<file path="src/hw/rtl/ptcc_pkg.sv">
// ============================================================================
// ptcc_pkg: shared types and constants for the traffic class counter
// Holds the request and result payload types, mode and kind codes.
// ============================================================================
package ptcc_pkg;

    localparam logic [1:0] MODE_PACKET = 2'd0;
    localparam logic [1:0] MODE_TCP_WR = 2'd1;
    localparam logic [1:0] MODE_UDP_WR = 2'd2;
    localparam logic [1:0] MODE_FLUSH  = 2'd3;

    localparam logic [1:0] PROTO_TCP = 2'd1;
    localparam logic [1:0] PROTO_UDP = 2'd2;

    localparam logic [1:0] KIND_NETFLOW = 2'd1;
    localparam logic [1:0] KIND_SFLOW   = 2'd2;

    localparam logic [3:0] UNMAPPED       = 4'd15;
    localparam logic [3:0] USER_CLASS_CAP = 4'd14;

    localparam logic [0:0] REG_USER_CLASSES = 1'b0;
    localparam logic [0:0] REG_INTERVAL     = 1'b1;

    typedef struct packed {
        logic [1:0]  mode;
        logic [1:0]  protocol;
        logic [15:0] sport;
        logic [15:0] dport;
        logic [15:0] pkt_length;
        logic [1:0]  record_kind;
        logic [31:0] flow_pkt_count;
        logic [31:0] sample_factor;
        logic [31:0] arrival_seconds;
        logic [15:0] entry_port;
        logic [3:0]  entry_class;
    } req_t;

    typedef struct packed {
        logic [31:0] interval_start;
        logic [3:0]  class_index;
        logic [63:0] bytes_rate;
        logic [31:0] pkts_rate;
        logic        last;
    } res_t;

    // Control between sequencer and shared divider.
    typedef struct packed {
        logic        start;
        logic [63:0] dividend;
        logic [15:0] divisor;
    } div_cmd_t;

    typedef struct packed {
        logic        done;
        logic [63:0] quotient;
    } div_rsp_t;

endpackage

</file>
<file path="src/hw/rtl/ptcc_divider.sv">
// ============================================================================
// ptcc_divider: shared restoring divider
// Divides a 64-bit value by a 16-bit value, one quotient bit per cycle.
// ============================================================================
module ptcc_divider
(
    input  logic                  clk,
    input  logic                  rst_n,
    input  ptcc_pkg::div_cmd_t    cmd,
    output ptcc_pkg::div_rsp_t    rsp
);

    logic        busy_reg;
    logic [5:0]  cnt_reg;
    logic [63:0] quo_reg;
    logic [16:0] rem_reg;
    logic [15:0] div_reg;
    logic        done_reg;

    logic [16:0] shifted;
    logic [16:0] trial;

    assign shifted = {rem_reg[15:0], quo_reg[63]};
    assign trial   = shifted - {1'b0, div_reg};

    always_ff @(posedge clk or negedge rst_n)
    begin
        if (!rst_n)
        begin
            busy_reg <= 1'b0;
            done_reg <= 1'b0;
            cnt_reg  <= '0;
        end
        else
        begin
            done_reg <= 1'b0;
            if (cmd.start)
            begin
                busy_reg <= 1'b1;
                cnt_reg  <= '0;
            end
            else if (busy_reg)
            begin
                cnt_reg <= cnt_reg + 6'd1;
                if (cnt_reg == 6'd63)
                begin
                    busy_reg <= 1'b0;
                    done_reg <= 1'b1;
                end
            end
        end
    end

    always_ff @(posedge clk)
    begin
        if (cmd.start)
        begin
            quo_reg <= cmd.dividend;
            rem_reg <= '0;
            div_reg <= (cmd.divisor == 16'd0) ? 16'd1 : cmd.divisor;
        end
        else if (busy_reg)
        begin
            if (!trial[16])
            begin
                rem_reg <= trial;
                quo_reg <= {quo_reg[62:0], 1'b1};
            end
            else
            begin
                rem_reg <= shifted;
                quo_reg <= {quo_reg[62:0], 1'b0};
            end
        end
    end

    assign rsp.done     = done_reg;
    assign rsp.quotient = quo_reg;

    a_done_one: assert property (@(posedge clk) disable iff (!rst_n)
        done_reg |=> !done_reg) else $error("divider done held");
    a_busy_start: assert property (@(posedge clk) disable iff (!rst_n)
        cmd.start |=> busy_reg) else $error("divider did not start");
    a_rem_bound: assert property (@(posedge clk) disable iff (!rst_n)
        busy_reg && !cmd.start |=> rem_reg < {1'b0, div_reg})
        else $error("remainder out of range");

endmodule

</file>
<file path="config.mk">
export PLATFORM = sky130hd
export DESIGN_NAME = ptcc_divider
export DESIGN_NICKNAME = d
export VERILOG_FILES = /design/src/hw/rtl/ptcc_pkg.sv /design/src/hw/rtl/ptcc_divider.sv
export SDC_FILE = /design/constraint.sdc
export NUM_CORES = 1
export LEC_CHECK = 0
export BUFFER_PORTS_ARGS = -buffer_cell sky130_fd_sc_hd__buf_2
export CAP_MARGIN = 20
export CORE_MARGIN = 2
export CORE_UTILIZATION = 52
export CTS_CLUSTER_SIZE = 10
export DETAILED_ROUTE_END_ITERATION = 10
export PLACE_DENSITY_LB_ADDON = 0.1
export SETUP_SLACK_MARGIN = 0.3
export SYNTH_ARGS = -nofsm -noshare
export SYNTH_HDL_FRONTEND = slang
export SYNTH_SLANG_ARGS = --single-unit
</file>
<file path="constraint.sdc">
create_clock -name clk -period 2.8 [get_ports clk]
set_clock_uncertainty 0.1 [all_clocks]
set_input_delay 0.28 -clock clk [delete_from_list [all_inputs] [get_ports clk]]
set_output_delay 0.28 -clock clk [all_outputs]
set_load 0.005 [all_outputs]
</file>
Yosys cells after proc, flatten, opt, wreduce, memory -nomap -nowiden --
Index checks and enable logic that the tools add are counted.
Storage, ports and cells: bits in registers 104, bits in latches 0, RAM bits 0, ROM bits 0, input port bits 83, output and inout port bits 65, word-level logic and storage cells 23, memories 0
Operators by class: $add $sub $neg 2, $mul 0, div/mod/pow operators 0, magnitude comparators 0, equality and inequality tests 1, shift operators 0, mux-type cells 12, bitwise operators 0, reductions and logical operators 2
Operators with widths (number):
- $mux W64 | 2
- $sub A17 B16 Y17 | 1
- $logic_not A16 Y1 | 1
- $mux W16 | 1
- $mux W6 | 2
- $mux W1 | 7
- $add A6 B1 Y6 const B | 1
- $eq A6 B6 Y1 const B | 1
- $reduce_bool A2 Y1 | 1

Logic depth before layout (Yosys ltp) --
depth in word-level cells 4, gate-level depth with buffers 11

Worst setup path after synthesis --
Ideal clock, no wire load.
path kind register to register, from register quo_reg[63], to register rem_reg[1], arrival 2.370 ns, slack 0.212 ns, cell stages (with the launch flop) 12, path buffers 1, path through edfxtp_1 > inv_1 > ha_1 > fa_1 > nand2b_1 > a21oi_2 > o21ai_1 > o211ai_2 > xor2_1 > buf_2 > nand2_1 > a32o_1
Between the ends: cells in the longest elaborated chain, start to end 2
RTL lines:
- from (decl) | RTL line ptcc_divider.sv:15 | logic [63:0] quo_reg;
- from (signal assigned) | RTL line ptcc_divider.sv:58 | quo_reg <= cmd.dividend;
- from (signal assigned) | RTL line ptcc_divider.sv:67 | quo_reg <= {quo_reg[62:0], 1'b1};
- from (signal assigned) | RTL line ptcc_divider.sv:72 | quo_reg <= {quo_reg[62:0], 1'b0};
- $sub A17 B16 Y17 | RTL line ptcc_divider.sv:24 | assign trial = shifted - {1'b0, div_reg};
- $mux W16 | RTL line ptcc_divider.sv:64 | if (!trial[16])
- to (signal assigned) | RTL line ptcc_divider.sv:66 | rem_reg <= trial;
- to (signal assigned) | RTL line ptcc_divider.sv:71 | rem_reg <= shifted;
- to (decl) | RTL line ptcc_divider.sv:16 | logic [16:0] rem_reg;
No other way between the ends. A chain may end at the register's enable or synchronous reset.

Worst setup path in the final report --
from register div_reg[0], to register rem_reg[5]
Between the ends: cells in the longest elaborated chain, start to end 2
RTL lines:
- from (decl) | RTL line ptcc_divider.sv:17 | logic [15:0] div_reg;
- from (signal assigned) | RTL line ptcc_divider.sv:60 | div_reg <= (cmd.divisor == 16'd0) ? 16'd1 : cmd.divisor;
- $sub A17 B16 Y17 | RTL line ptcc_divider.sv:24
- $mux W16 | RTL line ptcc_divider.sv:64
No other way between the ends.

==> results.sh <==
export IMPL_place_port_buffers=147
export IMPL_hold_class="input port to flip-flop"
export IMPL_yosysTopAreaCell="edfxtp_1"
export IMPL_clk_path_buf_depth=2
export IMPL_slowest_stage="edfxtp_1"
export IMPL_synth_top_area_share_pct=46.8
export IMPL_cp_start_kind="flip-flop"
export IMPL_rsz0062_at_grt="yes"
export IMPL_yosys_area_share_simple_pct=8.43
export IMPL_ff2ff_path_depth=10
export IMPL_synth_nets=513
export IMPL_ys_ff_latch=104
export IMPL_worstHoldEndpoint="quo_reg[58]"
export IMPL_final_nets=670
export IMPL_post_dp_hpwl_mm=8.34
export IMPL_cellPowerDensity_nw_per_um2=643
export IMPL_min_delay_start="cmd[74]"
export IMPL_whs_path_depth=2
export IMPL_drive_above_1_share_pct=45.6
export IMPL_avgSynthCellArea_sq_um=12.5
export IMPL_ys_seq_area_share_pct=56.9
export IMPL_crit_type="flip-flop to flip-flop"
export IMPL_cts_buffers_inserted=9
export IMPL_finalHoldViolations=0
export IMPL_antenna_found_initial=0
export IMPL_tns_ns=0
export IMPL_max_freq_ghz=0.384
export IMPL_reg2reg_to="rem_reg[5]"
export IMPL_grt_first_pass_wirelength_mm=17.8
export IMPL_numClockSinks=104
export IMPL_path_cells="ha_4 -> fa_2 -> nand2b_4 -> a21oi_4 -> o21ai_2 -> o211ai_2 -> buf_6 -> xnor2_4 -> or3_1 -> a311oi_1"
export IMPL_cp_end_kind="flip-flop"
export IMPL_clk_latency_ns=0.38
export IMPL_setup_viol=0
export IMPL_rows=36
export IMPL_detailedRoute_firstIterationViolations=181
export IMPL_synth_cells=412
export IMPL_ir_drop_uv=506
export IMPL_finalWorstSetupSlack_ns=0.193
export IMPL_diodes=0
export IMPL_worstReg2RegStart="div_reg[0]"
export IMPL_cts_root_buffer="clkbuf_8"
export IMPL_crit_start="div_reg[0]"
export IMPL_ys_flop_type="edfxtp_1"
export IMPL_synth_warning_count=0
export IMPL_syn2layout_area_growth_pct=26.5
export IMPL_p_leak_nw=2.82
export IMPL_cp_arrival_ns=2.79
export IMPL_worstMarginPinSlew_ns=0.491
export IMPL_fin_cells=707
export IMPL_largest_register_ffs=64
export IMPL_ys_types=53
export IMPL_synth_edff_count=80
export IMPL_core_region_area_sq_um=9680
export IMPL_htree_levels=3
export IMPL_gp_congestion=0.919
export IMPL_slew_limit_headroom_pct=66.9
export IMPL_synth_compound_area_share_pct=9.25
export IMPL_wl_per_cell_um=16.8
export IMPL_grt_max_degree=65
export IMPL_async_flop_share_pct=7.69
export IMPL_vias=3778
export IMPL_routed_wl_mm=11.9
export IMPL_drc_errors=0
export IMPL_first_global_vias=3627
export IMPL_synth_top_family_by_area="multiplexers"
export IMPL_vias_per_cell=5.34
export IMPL_pre_cts_ws_ns=0.0579
export IMPL_firstDrtPassIters=4
export IMPL_crit_fanout=5
export IMPL_die_area_sq_um=10700
export IMPL_synth_area_leaders="edfxtp_1 47%, mux2_2 14%, dfxtp_1 6.2%"
export IMPL_drtAntennaViolNets=0
export IMPL_cts_tree="done"
export IMPL_period_needed_ns=2.61
export IMPL_synth_xor_area_share_pct=2.53
export IMPL_min_period_over_period_pct=93.1
export IMPL_synth_area_sq_um=5140
export IMPL_r2r_slack_ns=0.19
export IMPL_die_h_um=103
export IMPL_synthAdderAreaFrac_pct=4.53
export IMPL_utilization_pct=67.1
export IMPL_path_clk_slew_ns=0.11
export IMPL_grt_usage_pct=22.1
export IMPL_start_util_pct=53.0
export IMPL_slew_viol_final=0
export IMPL_outcome="finished, final reports clean"
export IMPL_place_inst=670
export IMPL_synthMuxAreaShare_pct=14.2
export IMPL_slowest_delay_ns=0.42
export IMPL_gr_total_overflow=0
export IMPL_worstPathRequired_ns=2.99
export IMPL_drv_cap=0
export IMPL_num_io_pins=148
export IMPL_die_width_um=103
[cell usage in the layout, fill, tap and decap left out, types with 5 or more instances in the layout]
| master | Yosys | layout |
|---|---|---|
| a21oi_1 | 18 | 17 |
| a311oi_1 | 5 | 5 |
| buf_2 | 3 | 147 |
| buf_4 | 2 | 14 |
| clkbuf_8 | 0 | 9 |
| dfrtp_1 | 8 | 8 |
| dfxtp_1 | 16 | 16 |
| dlygate4sd3_1 | 0 | 16 |
| edfxtp_1 | 80 | 80 |
| ha_1 | 17 | 16 |
| inv_1 | 20 | 18 |
| mux2_2 | 63 | 63 |
| nand2_1 | 27 | 26 |
| nand3_1 | 9 | 9 |
| nor2_1 | 22 | 22 |
| nor3_1 | 6 | 6 |
| nor4_1 | 6 | 6 |
| o21ai_0 | 8 | 7 |
| xnor2_1 | 6 | 6 |
| xor2_1 | 7 | 7 |
[worst max-delay path: cells and delay by family, from the launching register on]
kind | cells | cell delay (ns)
AO/OA/AOI/OAI | 4 | 0.73
XOR/XNOR | 1 | 0.08
adder cells (fa/ha/maj) | 2 | 0.52
buffers and inverters | 1 | 0.14
flip-flops | 1 | 0.42
AND/OR/NAND/NOR | 2 | 0.54
[how the worst max path moves through the flow]
stage	to	cells past startpoint	slack [ns]
2_1_floorplan	rem_reg[5]	10	0.32
3_3_place_gp	rem_reg[6]	10	0.15
3_5_place_dp	rem_reg[10]	10	0.06
4_1_cts	rem_reg[5]	11	0.28
5_1_grt	rem_reg[5]	10	0.13
6_report	rem_reg[5]	10	0.19
[area by class of cell]
class | instances | area [sq um]
clock buffers | 9 | 124
clock inverters | 7 | 92.6
fillers | 761 | 3190
inverters | 20 | 78.8
multi-input cells | 254 | 2070
flip-flops and latches | 104 | 2920
well taps | 133 | 166
repair buffers | 180 | 1040
[metal layers]
| layer | up-vias | track usage [%] | routed length [um] |
|---|---|---|---|
| met1 | 1809 | 25.4 | 4660 |
| met3 | 27 | 9.48 | 920 |
| li1 | 1829 | - | - |
| met4 | 0 | 10.4 | 359 |
| met2 | 113 | 35.8 | 5960 |
| met5 | - | 0 | 0 |
[timing repair]
| action | in CTS | in global routing |
|---|---|---|
| setup buffers | 4 | 0 |
| endpoints found under the hold margin | 23 | 0 |
| pin swaps | 3 | 2 |
| resized for setup | 4 | 10 |
| gates cloned | 0 | 1 |
| setup endpoints to repair | 10 | 15 |
| hold buffers | 16 | 0 |
[metrics by stage]
stage,total power [mW],cell area (sq um),hold WS (ns)
finish,4.18,6500,0.0920
global route,4.39,6500,0.0668
CTS,4.16,6450,0.0693
detailed placement,3.08,6020,0.0341
global placement,3.05,6020,0.0312
floorplan,2.72,5160,-0.116
[where the power goes]
part	switching, mW	internal (mW)
Sequential	0.122	1.87
Combinational	0.593	0.572
Clock	0.582	0.444
[logic make-up (layout without fill, tap and decap cells)]
| kind of cell | after synthesis | after routing |
|---|---|---|
| flops | 104 | 104 |
| simple gates | 90 | 90 |
| compound gates | 67 | 67 |
| buf+inv | 54 | 216 |
| mux | 65 | 65 |
| fa+ha+maj | 18 | 18 |
| xor+xnor | 14 | 14 |
[Yosys cell counts (all sizes together), types with 6 or more instances]
cell    number
a21oi       19
nand2       28
inv         20
o21ai       10
ha          17
dfxtp       16
nor3         6
xor2         7
xnor2        7
mux2        63
nand3       10
dfrtp        8
clkbuf      29
nor4         6
edfxtp      80
nor2        23
No activity file was read; power rests on OpenSTA's default activity.
